### src/rtl/ledbs_pkg.sv
`timescale 1ns / 1ps
// ----------------------------------------------------------------------------
// ledbs_pkg
// Shared types and constants for the LED blink and shift-out controller.
// ----------------------------------------------------------------------------
package ledbs_pkg;

  // request kinds, carried on s_axis_tuser
  typedef enum logic [1:0] {
    REQ_BLINK_TICK = 2'd0,
    REQ_SHIFT_TICK = 2'd1,
    REQ_SET_LEDS   = 2'd2,
    REQ_BLINK_LEDS = 2'd3
  } req_type_t;

  // configuration register indexes
  typedef enum logic [1:0] {
    CFG_BLINK_PRESCALE   = 2'd0,
    CFG_SHIFT_BITS       = 2'd1,
    CFG_SHIFT_PERIOD     = 2'd2,
    CFG_CLOCK_HIGH_AFTER = 2'd3
  } cfg_index_t;

  localparam int MASK_W      = 16;
  localparam int TIMER_W     = 8;
  localparam int PRESCALE_W  = 16;
  localparam int SPHASE_W    = 16;
  localparam int IN_DATA_W   = 56;
  localparam int OUT_DATA_W  = 40;
  localparam int CFG_DATA_W  = 16;

  localparam logic [TIMER_W-1:0]  COUNT_FOREVER      = 8'd255;
  localparam logic [SPHASE_W-1:0] SHIFT_PERIOD_RESET = 16'd2;

endpackage

### src/rtl/led_blink_and_shift_out_controller_top.sv
`timescale 1ns / 1ps
// ----------------------------------------------------------------------------
// led_blink_and_shift_out_controller_top
// LED pattern with per-LED blink timers, driven out serially to an external
// shift register (clock, data, strobe).
// ----------------------------------------------------------------------------
// channel   dir  handshake              payload
// s_axis    in   tvalid/tready          tuser: req_type; tdata: masks, timing
// m_axis    out  tvalid/tready          tdata: pattern, blink mask, pins, busy
// cfg       in   cfg_valid/cfg_ready    cfg_index, cfg_data
//
// One word per cycle while skid stage is empty; result registered to m_axis.
// All per-LED timers update in parallel in a single registered pass.
// Output side is a register plus a skid stage, so s_axis_tready drops only
// when both hold a word (the cycle after a word is accepted while m_axis stalls).
// Sync active-high reset clears all but out/skid data; shift_period resets to 2.
// cfg is always ready.
// ----------------------------------------------------------------------------
module led_blink_and_shift_out_controller_top
  import ledbs_pkg::*;
#(
  parameter int NUM_LEDS = 16
) (
  input  logic                  clk,
  input  logic                  rst,
  input  logic                  s_axis_tvalid,
  output logic                  s_axis_tready,
  // [15:0] on_mask, [31:16] off_mask, [39:32] period, [47:40] on_time,
  // [55:48] repeat_count
  input  logic [IN_DATA_W-1:0]  s_axis_tdata,
  // [1:0] req_type
  input  logic [1:0]            s_axis_tuser,
  output logic                  m_axis_tvalid,
  input  logic                  m_axis_tready,
  // [15:0] led_pattern, [31:16] blinking, [32] ser_clock, [33] ser_data,
  // [34] ser_strobe, [35] ser_busy, [39:36] zero
  output logic [OUT_DATA_W-1:0] m_axis_tdata,
  input  logic                  cfg_valid,
  output logic                  cfg_ready,
  input  logic [1:0]            cfg_index,
  input  logic [CFG_DATA_W-1:0] cfg_data
);

  // configuration
  logic [PRESCALE_W-1:0] blink_prescale;
  logic [7:0]            shift_bits;
  logic [SPHASE_W-1:0]   shift_period;
  logic [SPHASE_W-1:0]   clock_high_after;

  // state
  logic [PRESCALE_W-1:0] prescale_count, prescale_count_next;
  logic [NUM_LEDS-1:0]   blink_active, blink_active_next;
  logic [TIMER_W-1:0]    phase [NUM_LEDS];
  logic [TIMER_W-1:0]    phase_next [NUM_LEDS];
  logic [TIMER_W-1:0]    cycle_len [NUM_LEDS];
  logic [TIMER_W-1:0]    cycle_len_next [NUM_LEDS];
  logic [TIMER_W-1:0]    off_phase [NUM_LEDS];
  logic [TIMER_W-1:0]    off_phase_next [NUM_LEDS];
  logic [TIMER_W-1:0]    cycles_left [NUM_LEDS];
  logic [TIMER_W-1:0]    cycles_left_next [NUM_LEDS];
  logic [NUM_LEDS-1:0]   pattern, pattern_next;
  logic                  pattern_changed, pattern_changed_next;
  logic [NUM_LEDS-1:0]   shift_word, shift_word_next;
  logic                  shifting, shifting_next;
  logic [SPHASE_W-1:0]   shift_phase, shift_phase_next;
  logic [7:0]            bits_left, bits_left_next;
  logic                  pin_clk, pin_clk_next;
  logic                  pin_dat, pin_dat_next;
  logic                  pin_str, pin_str_next;

  // output register and skid stage
  logic                  out_valid;
  logic [OUT_DATA_W-1:0] out_data;
  logic                  skid_valid;
  logic [OUT_DATA_W-1:0] skid_data;
  logic [OUT_DATA_W-1:0] result;

  // input fields
  req_type_t           req;
  logic [MASK_W-1:0]   on_mask, off_mask;
  logic [TIMER_W-1:0]  period, on_time, repeat_count;
  logic [31:0]         on32, off32, pat32, act32;
  logic [NUM_LEDS-1:0] on_v, off_v;
  logic                in_fire, out_fire;

  assign req          = req_type_t'(s_axis_tuser);
  assign on_mask      = s_axis_tdata[15:0];
  assign off_mask     = s_axis_tdata[31:16];
  assign period       = s_axis_tdata[39:32];
  assign on_time      = s_axis_tdata[47:40];
  assign repeat_count = s_axis_tdata[55:48];

  // mask bits at or above NUM_LEDS are dropped
  assign on32  = {16'd0, on_mask};
  assign off32 = {16'd0, off_mask};
  assign on_v  = on32[NUM_LEDS-1:0];
  assign off_v = off32[NUM_LEDS-1:0];

  assign s_axis_tready = !skid_valid;
  assign in_fire       = s_axis_tvalid && s_axis_tready;
  assign out_fire      = out_valid && m_axis_tready;
  assign m_axis_tvalid = out_valid;
  assign m_axis_tdata  = out_data;
  assign cfg_ready     = 1'b1;

  always_ff @(posedge clk) begin
    if (rst) begin
      blink_prescale   <= '0;
      shift_bits       <= '0;
      shift_period     <= SHIFT_PERIOD_RESET;
      clock_high_after <= '0;
    end else if (cfg_valid) begin
      case (cfg_index_t'(cfg_index))
        CFG_BLINK_PRESCALE:   blink_prescale   <= cfg_data;
        CFG_SHIFT_BITS:       shift_bits       <= cfg_data[7:0];
        CFG_SHIFT_PERIOD:     shift_period     <= cfg_data;
        CFG_CLOCK_HIGH_AFTER: clock_high_after <= cfg_data;
        default: ;
      endcase
    end
  end

  // next-state logic: one pass over all LEDs
  always_comb begin
    prescale_count_next  = prescale_count;
    blink_active_next    = blink_active;
    phase_next           = phase;
    cycle_len_next       = cycle_len;
    off_phase_next       = off_phase;
    cycles_left_next     = cycles_left;
    pattern_next         = pattern;
    pattern_changed_next = pattern_changed;
    shift_word_next      = shift_word;
    shifting_next        = shifting;
    shift_phase_next     = shift_phase;
    bits_left_next       = bits_left;
    pin_clk_next         = pin_clk;
    pin_dat_next         = pin_dat;
    pin_str_next         = pin_str;

    case (req)
      REQ_BLINK_TICK: begin
        if (prescale_count != blink_prescale) begin
          prescale_count_next = prescale_count + 1'b1;
        end else begin
          prescale_count_next = '0;
          for (int i = 0; i < NUM_LEDS; i++) begin
            if (blink_active[i]) begin
              if (phase[i] == '0) begin
                pattern_next[i]      = 1'b1;
                pattern_changed_next = 1'b1;
              end else if (phase[i] == off_phase[i]) begin
                pattern_next[i]      = 1'b0;
                pattern_changed_next = 1'b1;
              end
              if (phase[i] >= cycle_len[i]) begin
                phase_next[i] = '0;
                if (cycles_left[i] != COUNT_FOREVER) begin
                  if (cycles_left[i] == '0) begin
                    pattern_next[i]      = 1'b0;
                    pattern_changed_next = 1'b1;
                    blink_active_next[i] = 1'b0;
                  end else begin
                    cycles_left_next[i] = cycles_left[i] - 1'b1;
                  end
                end
              end else begin
                phase_next[i] = phase[i] + 1'b1;
              end
            end
          end
        end
      end
      REQ_SHIFT_TICK: begin
        if (shifting) begin
          if (shift_phase >= shift_period) begin
            shift_phase_next = '0;
          end else begin
            shift_phase_next = shift_phase + 1'b1;
          end
          pin_clk_next = (shift_phase_next > clock_high_after);
          if (shift_phase_next == '0) begin
            pin_dat_next    = shift_word[0];
            shift_word_next = shift_word >> 1;
            if (bits_left == '0) begin
              shifting_next = 1'b0;
              pin_str_next  = 1'b1;
            end
            bits_left_next = bits_left - 1'b1;
          end
        end else if (pattern_changed) begin
          shift_word_next      = pattern;
          pattern_changed_next = 1'b0;
          shift_phase_next     = '0;
          bits_left_next       = shift_bits;
          pin_str_next         = 1'b0;
          shifting_next        = 1'b1;
        end
      end
      REQ_SET_LEDS: begin
        blink_active_next    = blink_active & ~(on_v | off_v);
        pattern_next         = (pattern & ~off_v) | on_v;
        pattern_changed_next = 1'b1;
      end
      REQ_BLINK_LEDS: begin
        for (int i = 0; i < NUM_LEDS; i++) begin
          if (on_v[i]) begin
            if (!blink_active[i]) begin
              phase_next[i] = '0;
            end
            cycle_len_next[i]   = period;
            off_phase_next[i]   = on_time;
            cycles_left_next[i] = repeat_count;
          end
        end
        blink_active_next = blink_active | on_v;
      end
      default: ;
    endcase
  end

  always_comb begin
    pat32 = '0;
    act32 = '0;
    pat32[NUM_LEDS-1:0] = pattern_next;
    act32[NUM_LEDS-1:0] = blink_active_next;
    result = {4'd0, shifting_next, pin_str_next, pin_dat_next, pin_clk_next,
              act32[15:0], pat32[15:0]};
  end

  always_ff @(posedge clk) begin
    if (rst) begin
      prescale_count  <= '0;
      blink_active    <= '0;
      pattern         <= '0;
      pattern_changed <= 1'b0;
      shift_word      <= '0;
      shifting        <= 1'b0;
      shift_phase     <= '0;
      bits_left       <= '0;
      pin_clk         <= 1'b0;
      pin_dat         <= 1'b0;
      pin_str         <= 1'b0;
      for (int i = 0; i < NUM_LEDS; i++) begin
        phase[i]       <= '0;
        cycle_len[i]   <= '0;
        off_phase[i]   <= '0;
        cycles_left[i] <= '0;
      end
    end else if (in_fire) begin
      prescale_count  <= prescale_count_next;
      blink_active    <= blink_active_next;
      pattern         <= pattern_next;
      pattern_changed <= pattern_changed_next;
      shift_word      <= shift_word_next;
      shifting        <= shifting_next;
      shift_phase     <= shift_phase_next;
      bits_left       <= bits_left_next;
      pin_clk         <= pin_clk_next;
      pin_dat         <= pin_dat_next;
      pin_str         <= pin_str_next;
      phase           <= phase_next;
      cycle_len       <= cycle_len_next;
      off_phase       <= off_phase_next;
      cycles_left     <= cycles_left_next;
    end
  end

  // output register + skid control
  always_ff @(posedge clk) begin
    if (rst) begin
      out_valid  <= 1'b0;
      skid_valid <= 1'b0;
    end else begin
      if (out_fire) begin
        // input only fires here while the skid stage is empty
        out_valid  <= skid_valid || in_fire;
        skid_valid <= 1'b0;
      end else if (in_fire) begin
        if (!out_valid) begin
          out_valid <= 1'b1;
        end else begin
          skid_valid <= 1'b1;
        end
      end
    end
  end

  always_ff @(posedge clk) begin
    if (out_fire && skid_valid) begin
      out_data <= skid_data;
    end else if (in_fire && (!out_valid || m_axis_tready)) begin
      out_data <= result;
    end
    if (in_fire && out_valid && !m_axis_tready) begin
      skid_data <= result;
    end
  end

  // a word in the skid stage always has one ahead of it
  a_skid_behind_out: assert property (@(posedge clk) disable iff (rst)
    skid_valid |-> out_valid)
    else $error("skid stage holds a word while output register is empty");

  // end of a transfer raises the strobe
  a_strobe_at_end: assert property (@(posedge clk) disable iff (rst)
    $fell(shifting) |-> pin_str)
    else $error("transfer ended without strobe");

  // start of a transfer drops the strobe and consumes the pending change
  a_start_clears: assert property (@(posedge clk) disable iff (rst)
    $rose(shifting) |-> (!pin_str && !pattern_changed))
    else $error("transfer start left strobe high or change pending");

  // a set command always leaves a change pending
  a_set_marks: assert property (@(posedge clk) disable iff (rst)
    (in_fire && (s_axis_tuser == REQ_SET_LEDS)) |=> pattern_changed)
    else $error("set command did not mark the pattern changed");

  // every accepted word lands in the output register or the skid stage
  a_word_kept: assert property (@(posedge clk) disable iff (rst)
    in_fire |=> out_valid)
    else $error("accepted word produced no result");

endmodule
### config.mk
export PLATFORM = sky130hd
export DESIGN_NAME = led_blink_and_shift_out_controller_top
export DESIGN_NICKNAME = d
export VERILOG_FILES = /design/src/rtl/ledbs_pkg.sv /design/src/rtl/led_blink_and_shift_out_controller_top.sv
export SDC_FILE = /design/constraint.sdc
export NUM_CORES = 2
export LEC_CHECK = 0
export ABC_AREA = 1
export BUFFER_PORTS_ARGS = -buffer_cell sky130_fd_sc_hd__clkbuf_2
export CORE_MARGIN = 1.5
export CORE_UTILIZATION = 27
export CTS_CLUSTER_DIAMETER = 30
export DETAILED_ROUTE_END_ITERATION = 12
export PLACE_DENSITY_LB_ADDON = 0.2
export SYNTH_ARGS = -nofsm -noshare
export SYNTH_HDL_FRONTEND = slang
export SYNTH_SLANG_ARGS = --single-unit
### constraint.sdc
create_clock -name clk -period 4 [get_ports clk]
set_input_delay 0.2 -clock clk [delete_from_list [all_inputs] [get_ports clk]]
set_output_delay 0.2 -clock clk [all_outputs]
set_load 0.03 [all_outputs]
==> impl_metrics.env <==
export IMPL_status="finished clean"
export IMPL_cts_sinks=735
export IMPL_endpoint_kind="register"
export IMPL_dp_hpwl_microns=94430
export IMPL_grtUsageMet3_pct=3.556
export IMPL_grt_pass1_wl_microns=216100
export IMPL_finalCriticalPeriod_ns=3.353
export IMPL_final_cell_area_sq_um=50570
export IMPL_syn_avg_cell_area_sq_um=7.234
export IMPL_drv_slew=0
export IMPL_syn2layout_area_growth_pct=25.60
export IMPL_drtIter0Drc=2801
export IMPL_cts_tree="built"
export IMPL_grt_busiest_layer="met2"
export IMPL_maxSlewHeadroom_pct=16.37
export IMPL_path_cells="ha_1, nand2_1, inv_1, nand2_1, nand2_1, a21oi_1, nand2_1, nor2_2, nand2_1, ha_1, inv_1, a21oi_1, o21ai_0, nand2_1, o211ai_1, a21oi_1, o21ai_0, nand3_1, nand2_1, nand2_1, a21oi_1"
export IMPL_final_cell_mix="nand2_1, a21oi_1, inv_1"
export IMPL_reg2reg_depth=21
export IMPL_switchingPower_uw=7627
export IMPL_total_power_uw=28100
export IMPL_internal_power_uw=20470
export IMPL_cts_path_max_buffers=3
export IMPL_htreeDepth=4
export IMPL_drc=0
export IMPL_drive_above_1_share_pct=10.17
export IMPL_holdCritStartpoint="s_axis_tdata[55]"
export IMPL_synth_seq_area_share_pct=38.34
export IMPL_setup_viol=0
export IMPL_drv_cap=0
export IMPL_rr_startpoint="shift_phase[11]$_SDFFE_PP0P_"
export IMPL_portBuffers=118
export IMPL_drtPass1Iterations=6
export IMPL_period_share_pct=83.82
export IMPL_ir_drop_uv=448.2
export IMPL_cp_max_fo=15
export IMPL_yosysUniqueCellTypes=50
export IMPL_first_global_vias=35650
export IMPL_netlist_top_cell_by_area="dfxtp_1"
export IMPL_final_common_cell="nand2_1"
export IMPL_worstSetupPathType="reg2reg"
export IMPL_row_count=141
export IMPL_crit_path_top_delay_cell="dfxtp_1"
export IMPL_timing_setup_tns_ns=0
export IMPL_gp_congestion=0.8659
export IMPL_die_area_sq_um=151400
export IMPL_timing_rr_end="pin_clk$_SDFFE_PP0P_"
export IMPL_grt_overflow=0
export IMPL_worstHoldPathCells=4
export IMPL_met1_usage_pct=24.95
export IMPL_cts_root_buf="clkbuf_16"
export IMPL_synth_seq_cells=735
export IMPL_fmax_mhz=298.3
export IMPL_rsz0062_at_grt="false"
export IMPL_skew_ns=0.06267
export IMPL_gr_usage_met2_pct=29.25
export IMPL_max_stage_delay_ns=0.43
export IMPL_syn_area_sq_um=40260
export IMPL_ys_top_cells_by_area="dfxtp_1, a21oi_1, nand2_1"
export IMPL_crit_required_ns=4.72
export IMPL_grt_max_degree=124
export IMPL_arrival_ns=4.07
export IMPL_pwr_share_clk_pct=60.3
export IMPL_worst_path_most_repeated_cell="nand2_1"
export IMPL_cts_buffers=204
export IMPL_finalHoldViolCount=0
export IMPL_wire_per_inst_microns=18.17
export IMPL_p_sw_share_pct=27.14
export IMPL_cp_depth=21
export IMPL_combPwrFrac_pct=11.1
export IMPL_crit_path_start_kind="register"
export IMPL_cts_resized=0
export IMPL_via_count=37840
export IMPL_ios=124
export IMPL_tightest_slew_ns=1.241
export IMPL_drtAntennaViolNets=0
export IMPL_p_leak_uw=0.02093
export IMPL_viasPerCell=4.825
export IMPL_p_seq_share_pct=28.6
export IMPL_wirelength_microns=142500
export IMPL_start_util_pct=27.23
export IMPL_core_sq_um=147800
export IMPL_fp_dieH_microns=389.2
export IMPL_grt_antenna_before_repair=12
export IMPL_crit_buf_inv=2
export IMPL_ff2ff_setup_slack_ns=0.65
export IMPL_hold_class="in2reg"
export IMPL_path_clk_slew_ns=0.05
export IMPL_power_density_nw_per_um2=555.7
export IMPL_cts_post_setup_buffers_inserted=0
export IMPL_chipWidth_microns=389.2
export IMPL_grt_usage_pct=18.45
export IMPL_num_nets_final=6047
export IMPL_min_to="cycles_left[127]$_SDFFE_PP0P_"
export IMPL_place_area_sq_um=42740
export IMPL_path_delay_family="simple AND/OR/NAND/NOR gates"
export IMPL_ys_warnings_count=0
export IMPL_clk_latency_ns=0.81
export IMPL_synth_cells=5565
export IMPL_yosysTopAreaCellShare_pct=32.97
cell type report:
type                    count  area (sq um)
clock inverters           103          1440
clock buffers             277          5852
fillers                 15660         97270
repair buffers            225          1645
flip-flops and latches    735         15440
well taps                1930          2415
inverters                 679          2559
multi-input cells        3889         21210
diodes                      5         12.51
state kept, by name, indices dropped and copies added (netlist names), 8 cells and up:
signal	cells
bits_left	8
blink_active	16
blink_prescale	16
clock_high_after	16
cycle_len	128
cycles_left	128
m_axis_tdata	36
off_phase	128
pattern	16
phase	128
prescale_count	16
shift_bits	8
shift_period	16
shift_phase	16
shift_word	16
skid_data	36
stage by stage:
step / utilization, % / cells / hold WS [ns] / setup WS (ns)
after floorplan: - / 5568 / 0.3304 / 0.09445
after global placement: 28.91 / 7406 / 0.4405 / 0.7436
after detailed placement: 28.91 / 7406 / 0.4419 / 0.7040
after CTS: 34.19 / 7838 / 0.01555 / 0.6769
after global routing: 34.20 / 7839 / 0.05332 / 0.1922
final: 34.20 / 7843 / 0.05638 / 0.6472
worst max-delay path by stage:
stage	from	to	slack, ns
2_1_floorplan	skid_valid$_SDFFE_PP0P_	skid_data[0]$_DFFE_PP_	0.09
3_3_place_gp	shift_phase[13]$_SDFFE_PP0P_	pin_clk$_SDFFE_PP0P_	0.74
3_5_place_dp	shift_phase[13]$_SDFFE_PP0P_	pin_clk$_SDFFE_PP0P_	0.70
4_1_cts	shift_phase[13]$_SDFFE_PP0P_	pin_clk$_SDFFE_PP0P_	0.68
5_1_grt	shift_phase[11]$_SDFFE_PP0P_	pin_clk$_SDFFE_PP0P_	0.19
6_report	shift_phase[11]$_SDFFE_PP0P_	pin_clk$_SDFFE_PP0P_	0.65
worst min-delay path, cell delays in order:
cell and delay (ns):
clkbuf_2 0.10, nand2_1 0.06, buf_4 0.24, a31oi_1 0.20
per-layer routing:
| layer | up-vias | wire, microns |
|---|---|---|
| li1 | 18920 | - |
| met1 | 17630 | 66710 |
| met2 | 1037 | 63340 |
| met3 | 247 | 8567 |
| met4 | 6 | 3886 |
| met5 | - | 39 |
cells by family (layout without fill, tap and decap cells):
family	after synthesis	in the layout	synth area share (%)
and+or+nand+nor	2007	2007	21.77
AOI/OAI and AO/OA	1399	1399	18.20
buffers and inverters	944	1284	9.112
DFF	735	735	38.34
xor gates and xnor gates	246	246	5.352
adders and majority gates	232	232	7.210
other	2	10	0.01865
power groups by stage:
stage / clock [uW] / combinational [uW] / sequential (uW)
finish: 16900 / 3110 / 8050
global placement: 0 / 3040 / 8170
floorplan: 0 / 1930 / 8170
detailed placement: 0 / 3060 / 8170
global route: 17700 / 3470 / 8080
CTS: 17200 / 3120 / 8040
cell usage after synthesis (all sizes together):
master and n:
o31ai 20, xor2 168, o21bai 1, a31oi 25
o22ai 15, edfxtp 72, a21oi 718, clkinv 2
xnor2 78, conb 2, o211ai 14, o21ai 544
a31o 1, or2 24, and3 5, nor2 483
dfxtp 663, nor3 131, a21o 2, clkbuf 199
inv 677, a211oi 2, ha 232, nor3b 6
nand2 934, o2111ai 8, a22oi 11, a21boi 15
o21a 18, nand3 255, buf 66, nor4 40
nand4 129, o221ai 5
timing repair:
item | CTS | global route
hold endpoints to repair | 226 | 0
hold buffers | 52 | 0
setup endpoints to repair | 0 | 0
Power figures use the tool's default switching activity.
